--- config.mk ---
export PLATFORM = sky130hd
export DESIGN_NAME = pcxd_ctrl
export DESIGN_NICKNAME = d
export VERILOG_FILES = /design/src/hdl/pcxd_pkg.sv /design/src/hdl/pcxd_ctrl.sv
export SDC_FILE = /design/constraint.sdc
export NUM_CORES = 1
export LEC_CHECK = 0
export ABC_AREA = 1
export BUFFER_PORTS_ARGS = -buffer_cell sky130_fd_sc_hd__buf_4
export CELL_PAD_IN_SITES_DETAIL_PLACEMENT = 1
export CELL_PAD_IN_SITES_GLOBAL_PLACEMENT = 2
export CORE_UTILIZATION = 20
export DETAILED_ROUTE_END_ITERATION = 16
export GPL_ROUTABILITY_DRIVEN = 1
export PLACE_DENSITY = 0.87
export SLEW_MARGIN = 40
export SYNTH_ARGS = -nofsm -noshare
export SYNTH_HDL_FRONTEND = slang
export SYNTH_SLANG_ARGS = --single-unit
--- constraint.sdc ---
create_clock -name clk_i -period 1.75 [get_ports clk_i]
set_clock_uncertainty 0.2 [all_clocks]
set_input_delay 0.35 -clock clk_i [delete_from_list [all_inputs] [get_ports clk_i]]
set_output_delay 0.35 -clock clk_i [all_outputs]
set_load 0.01 [all_outputs]
--- src/hdl/pcxd_pkg.sv ---
// Shared types and constants for the PCX run-length palette decoder.
package pcxd_pkg;

  localparam int unsigned MAX_PIXELS_DEF = 65536;

  // Header layout
  localparam logic [6:0] HDR_MAKER     = 7'd0;
  localparam logic [6:0] HDR_XMIN_LO   = 7'd4;
  localparam logic [6:0] HDR_XMIN_HI   = 7'd5;
  localparam logic [6:0] HDR_YMIN_LO   = 7'd6;
  localparam logic [6:0] HDR_YMIN_HI   = 7'd7;
  localparam logic [6:0] HDR_XMAX_LO   = 7'd8;
  localparam logic [6:0] HDR_XMAX_HI   = 7'd9;
  localparam logic [6:0] HDR_YMAX_LO   = 7'd10;
  localparam logic [6:0] HDR_YMAX_HI   = 7'd11;
  localparam logic [6:0] HDR_LAST      = 7'd127;
  localparam logic [7:0] MAKER_BYTE    = 8'd10;

  // Run-length coding
  localparam logic [1:0] RUN_MARK      = 2'b11;

  // Palette: 256 entries of packed 4-bit red, green, blue
  localparam int unsigned PAL_DEPTH    = 256;
  localparam int unsigned PAL_W        = 12;
  localparam logic [7:0] PAL_LAST_ENT  = 8'd255;
  localparam logic [1:0] PAL_COMP_R    = 2'd0;
  localparam logic [1:0] PAL_COMP_G    = 2'd1;
  localparam logic [1:0] PAL_COMP_B    = 2'd2;

  typedef enum logic [2:0] {
    STAT_PIXEL     = 3'd0,
    STAT_BAD_MAKER = 3'd1,
    STAT_NOT_READY = 3'd2,
    STAT_BAD_SIZE  = 3'd3,
    STAT_NO_PIXEL  = 3'd4
  } pcxd_status_e;

  // Controller to datapath
  typedef struct packed {
    logic         restart;
    logic         hdr_byte;
    logic         span_calc;
    logic         prod_calc;
    logic         total_load;
    logic         set_run;
    logic         run_start;
    logic         run_step;
    logic         lit_write;
    logic         pal_byte;
    logic         idx_read;
    logic         pal_read;
    logic         out_load;
    pcxd_status_e out_status;
  } pcxd_cmd_t;

  // Datapath to controller
  typedef struct packed {
    logic hdr_last;
    logic maker_ok;
    logic span_bad;
    logic size_bad;
    logic run_pending;
    logic byte_is_run;
    logic lit_last;
    logic run_done;
    logic run_full;
    logic pal_last;
    logic pix_left;
    logic out_free;
  } pcxd_stat_t;

endpackage

--- src/hdl/pcxd_ctrl.sv ---
// Controller: decode phase state machine and command sequencing.
module pcxd_ctrl (
  input  logic                 clk_i,
  input  logic                 rst_ni,
  input  logic                 s_tvalid_i,
  input  logic                 func_i,
  input  logic                 sof_i,
  output logic                 s_tready_o,
  input  pcxd_pkg::pcxd_stat_t stat_i,
  output pcxd_pkg::pcxd_cmd_t  cmd_o
);

  import pcxd_pkg::*;

  typedef enum logic [3:0] {
    ST_HEADER,
    ST_SPAN,
    ST_MUL,
    ST_CHECK,
    ST_DATA,
    ST_RUN,
    ST_SKIP,
    ST_PALETTE,
    ST_READY,
    ST_BADMAKER,
    ST_BADSIZE,
    ST_PULL_IDX,
    ST_PULL_PAL
  } state_e;

  state_e state_q, state_d;
  logic   accepting, accept;

  always_comb begin
    case (state_q)
      ST_HEADER, ST_DATA, ST_SKIP, ST_PALETTE,
      ST_READY, ST_BADMAKER, ST_BADSIZE: accepting = 1'b1;
      default:                           accepting = 1'b0;
    endcase
  end

  assign s_tready_o = accepting && stat_i.out_free;
  assign accept     = s_tvalid_i && s_tready_o;

  always_comb begin
    cmd_o   = '0;
    state_d = state_q;
    if (accept) begin
      if (!func_i) begin
        if (sof_i) begin
          cmd_o.restart  = 1'b1;
          cmd_o.hdr_byte = 1'b1;
          state_d        = ST_HEADER;
        end else begin
          case (state_q)
            ST_HEADER: begin
              cmd_o.hdr_byte = 1'b1;
              if (stat_i.hdr_last) state_d = ST_SPAN;
            end
            ST_DATA: begin
              if (stat_i.run_pending) begin
                cmd_o.run_start = 1'b1;
                state_d         = ST_RUN;
              end else if (stat_i.byte_is_run) begin
                cmd_o.set_run = 1'b1;
              end else begin
                cmd_o.lit_write = 1'b1;
                if (stat_i.lit_last) state_d = ST_SKIP;
              end
            end
            ST_SKIP: state_d = ST_PALETTE;
            ST_PALETTE: begin
              cmd_o.pal_byte = 1'b1;
              if (stat_i.pal_last) state_d = ST_READY;
            end
            default: ;
          endcase
        end
      end else if (state_q == ST_READY && stat_i.pix_left) begin
        cmd_o.idx_read = 1'b1;
        state_d        = ST_PULL_IDX;
      end else begin
        cmd_o.out_load = 1'b1;
        case (state_q)
          ST_BADMAKER: cmd_o.out_status = STAT_BAD_MAKER;
          ST_BADSIZE:  cmd_o.out_status = STAT_BAD_SIZE;
          ST_READY:    cmd_o.out_status = STAT_NO_PIXEL;
          default:     cmd_o.out_status = STAT_NOT_READY;
        endcase
      end
    end else begin
      case (state_q)
        ST_SPAN: begin
          if (!stat_i.maker_ok) begin
            state_d = ST_BADMAKER;
          end else begin
            cmd_o.span_calc = 1'b1;
            state_d         = ST_MUL;
          end
        end
        ST_MUL: begin
          if (stat_i.span_bad) begin
            state_d = ST_BADSIZE;
          end else begin
            cmd_o.prod_calc = 1'b1;
            state_d         = ST_CHECK;
          end
        end
        ST_CHECK: begin
          if (stat_i.size_bad) begin
            state_d = ST_BADSIZE;
          end else begin
            cmd_o.total_load = 1'b1;
            state_d          = ST_DATA;
          end
        end
        ST_RUN: begin
          if (stat_i.run_done) begin
            state_d = stat_i.run_full ? ST_SKIP : ST_DATA;
          end else begin
            cmd_o.run_step = 1'b1;
          end
        end
        ST_PULL_IDX: begin
          cmd_o.pal_read = 1'b1;
          state_d        = ST_PULL_PAL;
        end
        ST_PULL_PAL: begin
          if (stat_i.out_free) begin
            cmd_o.out_load   = 1'b1;
            cmd_o.out_status = STAT_PIXEL;
            state_d          = ST_READY;
          end
        end
        default: ;
      endcase
    end
  end

  always_ff @(posedge clk_i or negedge rst_ni) begin
    if (!rst_ni) begin
      state_q <= ST_HEADER;
    end else begin
      state_q <= state_d;
    end
  end

endmodule

After elaboration in Yosys (flattened, before gate mapping)
Cells that the tools add are included.
{"block": "totals", "register_bits": 4}
{"block": "op_classes", "reduce_logical": 7, "n_eq_ne": 20, "n_mux": 57}
{"op": "$mux 4", "count": 19}
{"op": "$mux 1", "count": 24}
{"op": "$pmux 4 s6", "count": 1}
{"op": "$eq 4x4->1 const B", "count": 5}
{"op": "$mux 2", "count": 9}
{"op": "$eq 4x3->1 const B", "count": 4}
{"op": "$pmux 4 s4", "count": 1}
{"op": "$ne 6x6->1 const B", "count": 2}
{"op": "$ne 5x5->1 const B", "count": 2}
{"op": "$pmux 3 s3", "count": 1}
{"op": "$reduce_and 9->1", "count": 1}
{"op": "$eq 4x2->1 const B", "count": 2}
{"op": "$ne 7x3->1 const B", "count": 1}
{"op": "$reduce_bool 7->1", "count": 1}
{"op": "$reduce_or 7->1", "count": 1}
{"op": "$mux 3", "count": 2}
{"op": "$ne 3x3->1 const B", "count": 2}
{"op": "$eq 4x1->1 const B", "count": 1}
{"op": "$logic_not 4->1", "count": 1}
{"op": "$logic_and 1x1->1", "count": 3}
{"op": "$ne 3x2->1 const B", "count": 1}

Logic depth before layout (Yosys ltp)
{"block": "logic_depth", "word_depth": 7, "depth_mapped": 11, "depth_no_buf": 11}

Least setup slack after synthesis
No wires, ideal clock.
{"block": "synth_timing", "path_type": "register -> output", "from": "register state_q[3]", "to": "output cmd_o[0] (netlist name)", "arrival_ns": 1.447, "setup_slack_ns": -0.247, "path_buffers": 0, "path_stages_with_launch": 8, "path_cell_list": "dfrtp_1 -> nor2_2 -> nand2_2 -> nand3_4 -> nand3_4 -> inv_4 -> nand2_1 -> nor3_1"}
{"element": "start: declaration", "line": "pcxd_ctrl.sv:31", "rtl": "state_e state_q, state_d;"}
{"element": "start signal: assignment", "line": "pcxd_ctrl.sv:144", "rtl": "state_q <= state_d;"}
{"element": "end: declaration", "line": "pcxd_ctrl.sv:10", "rtl": "output pcxd_pkg::pcxd_cmd_t cmd_o"}

==> results.md <==
- The run finished, with violations left.
- The final reports fail on negative setup slack.
- The final total negative setup slack is -5.884 ns.
- In the post-synthesis netlist, the biggest area contributors are nand2_1 19%, dfrtp_1 13%, inv_1 10%, nor2_1 9.2%, nor2_4 5.8%.
- Across the whole layout, storage elements account for about 110 um2.
- The netlist uses 23 different library cells.
- The worst hold path belongs to the class in -> async.
- Measured on the finished design, the core utilization comes to 44.00%.
- The number of antenna violations at the first check in global routing is 0.
- The worst pin sits at a relative slew slack of 81.41%.
- The clock tree from TritonCTS is done.
- The top-area cell type share of the netlist area is 19.45%.
- The post-route DRC violation count is 0.
- The placed cell count is approximately 250.
- The slew at the pin with the worst max-slew slack is 0.2774 ns.
- Once layout is complete, the cells apart from fillers number around 260.
- When the netlist entered floorplanning its net count stood at 154.
- The number of synthesized flops with an enable pin is 0.
- The count of standard-cell rows is 22.
- The number of antenna repair diodes is 0.
- The register with the most flip-flops in the layout has 4 of them.
- For this configuration, the core starts out at a cell density of 20.93%.
- The most frequently used flop master after synthesis is dfrtp_1.
- The layout filler cell count is roughly 490.
- The detail route stage leaves a number of antenna-violating nets equal to 0.
- The initial detailed-routing violation count is 22.
- The overall global routing resource usage is 17.82%.
- Prior to clock tree synthesis, the placed netlist has a worst setup slack of -0.2345 ns.
- At the end of the flow, the number of nets in the layout was between 200 and 250.
- Using the TritonRoute via totals, the vias-per-cell ratio works out to 4.468.
- The launching element type of the critical path is a flop.
- Across the run, the number of max-cap violations was 0.
- The placed wire-length estimate after detailed placement is 2784 um.
- The root buffer cell is clkbuf_8.
- Setup repair after global routing could not meet its margin everywhere.
- The routed layout has 1175 vias.
- The placer's final routability congestion estimate is ~0.86.
- Counting I/O delays and the setup requirement, the final critical path takes around 2.1 ns.
- The power per unit of standard cell area is roughly 1500 nW/um2.
- The design draws 2.389 mW.
- The cell count after synthesis is ~140.
- The upper clock frequency limit is about 0.47 GHz.
- The maximum VDD drop is 475.9 uV.
- In the final routed layout, each cell accounts on average for 13.68 um.
- The wire length reported by the detailed router is 3597 um.
- The number of max-slew violations in the final report is 0.
- Ranked by flip-flop count, first place goes to state_q.
- The final-layout worst hold slack is 0.2717 ns.
- The register area share after synthesis is about 13%.
- The floorplan step set the die width to between 60 and 70 um.
- The area of the die is 4113 um2.
- The largest registers in the layout are state_q x4.
- The via count of the first global-routing pass was 1301.
- The core region is approximately 3700 um2.
- In the final layout, the multi-input gates occupy 740.7 um2.
- The clock sink count is 4.
- For this run, the detailed router's first-pass iteration total came to 4.
- The first global-routing pass estimated 5747 um of wire.
- The maximum number of pins on one net before global-route repair is 8.
- Relative to the synthesized area, the layout overhead comes to 110.2%.
- In this run the mean area of a mapped cell was 5.635 um2.
- The layout cell share with drive strength beyond 1 is 62.33%.
- Setup violations remaining at the end of the flow were counted as 21.
- For this run, the number of Yosys warnings is 0.
- Across all setup checks in the final design, the least slack found is -0.3829 ns.
- The number of hold violations in the final report is 0.
- The worst setup path is captured at an output port.
- The standby leakage power is 0.8567 nW.
- The final critical path takes up 121.9% of the cycle.
- The logic depth of the worst register-to-register path is 13.
- The die extent in y is 64.13 um.
- Once layout is done, the placed cells without fillers occupy around 1600 um2.
- The commonest cells after synthesis are 40 x nand2_1, 21 x inv_1, 19 x nor2_1, 8 x nand3_1, 8 x nor3_1.
- Data arrives at the worst endpoint at about 1.6 ns.
- In this run the tool buffered the top-level ports with 33 buffer cells.
- The top-level I/O count is 34.
- At the later pin of the worst-skew pair, clock insertion delay measures 0.22 ns.
- The top fanout value on the critical path is 6.
- The cell type contributing the most total cell area after synthesis is nand2_1.
- The buffer levels on the longest clock path is 2.
- The start-to-end type of the worst setup path is reg -> out.
- Synthesis inferred 4 register bits.
- The final global-route overflow total is 0.
- The TritonCTS buffer count is 3.
- The count of H-tree levels built during CTS is 1.
- The share of flip-flops with an asynchronous set or reset after synthesis is 100.0%.
- The placement-stage cell area is 1326 um2.
- The cell with the most instances after synthesis is nand2_1.
- Data on the critical path is required at its endpoint by approximately 1.2 ns.
- Clock-pin slew was measured on the worst setup and hold paths at 0.03 ns.
- The cell area that synthesis handed to floorplanning was 772.0 um2.
## cell usage in the layout, fill, tap and decap left out
cell,synthesis,layout
buf_6,0,6
dfrtp_2,0,4
nand3_2,2,4
nand4_4,0,1
nor2_2,5,11
a21oi_2,1,3
inv_1,21,19
nor4_4,0,1
nand4_1,2,2
buf_4,0,67
nor2_1,19,8
nor3_2,1,4
nand2_1,40,32
a31oi_1,1,1
nand3_1,8,6
nor3_4,0,1
nand2_4,1,5
dlygate4sd3_1,0,1
clkbuf_8,0,3
nand2_2,4,8
nor2_4,4,9
nand3_4,2,2
o21ai_1,0,1
o21ai_0,7,5
inv_2,1,2
nor3_1,8,4
inv_4,1,2
clkbuf_1,0,1
o22ai_1,1,1
o21ai_2,0,1
## power breakdown
part           internal (mW)  switching [mW]
sequential             0.150           0.111
combinational          0.877            1.04
clock                  0.156          0.0513
total                   1.18            1.21
## cells by family after synthesis
logic type             after synthesis  synth area share [%]
AND/OR/NAND/NOR                     98                 66.93
flip-flops                           4                 12.97
AO/OA/AOI/OAI                       12                 8.591
buffers and inverters               23                 11.51
## what timing repair did
item | in CTS | in global routing
gates cloned | 0 | 0
endpoints found under the hold margin | 4 | 0
endpoints found under the setup margin | 21 | 21
pin swaps | 14 | 6
hold buffers | 1 | 0
resized for setup | 25 | 18
buffers inserted | 12 | 2
## worst max-delay path: stages, from the launching register on
cell,delay [ns]
dfrtp_2,0.47
nand2_4,0.11
nand3_2,0.10
nand3_4,0.12
nand3_4,0.10
inv_4,0.10
nand2_4,0.08
nor4_4,0.13
buf_4,0.15
## final timing paths
check	from	endpoint	slack (ns)
setup reg to reg	state_q[1]	state_q[1]	-0.32
hold reg to reg	state_q[1]	state_q[1]	0.44
max in group asynchronous	rst_ni	state_q[1]	0.97
min in group clk_i	stat_i[2]	state_q[2]	0.40
setup / recovery	state_q[0]	cmd_o[2]	-0.38
hold / removal	rst_ni	state_q[2]	0.27
## layout make-up
cell class	instances	share of cell area (%)
inverters	23	5.628
repair buffers	74	35.77
multi-input cells	110	45.64
well taps	48	3.701
flip-flops and latches	4	6.476
clock buffers	4	2.776
## routing by layer
metal / track usage, % / part of all wire [%]
met5: 0 / 0
met4: 6.111 / 0.64
met3: 0.7143 / 3.3
met2: 35.11 / 57
met1: 20.04 / 39
(Power assumes the default switching activity.)
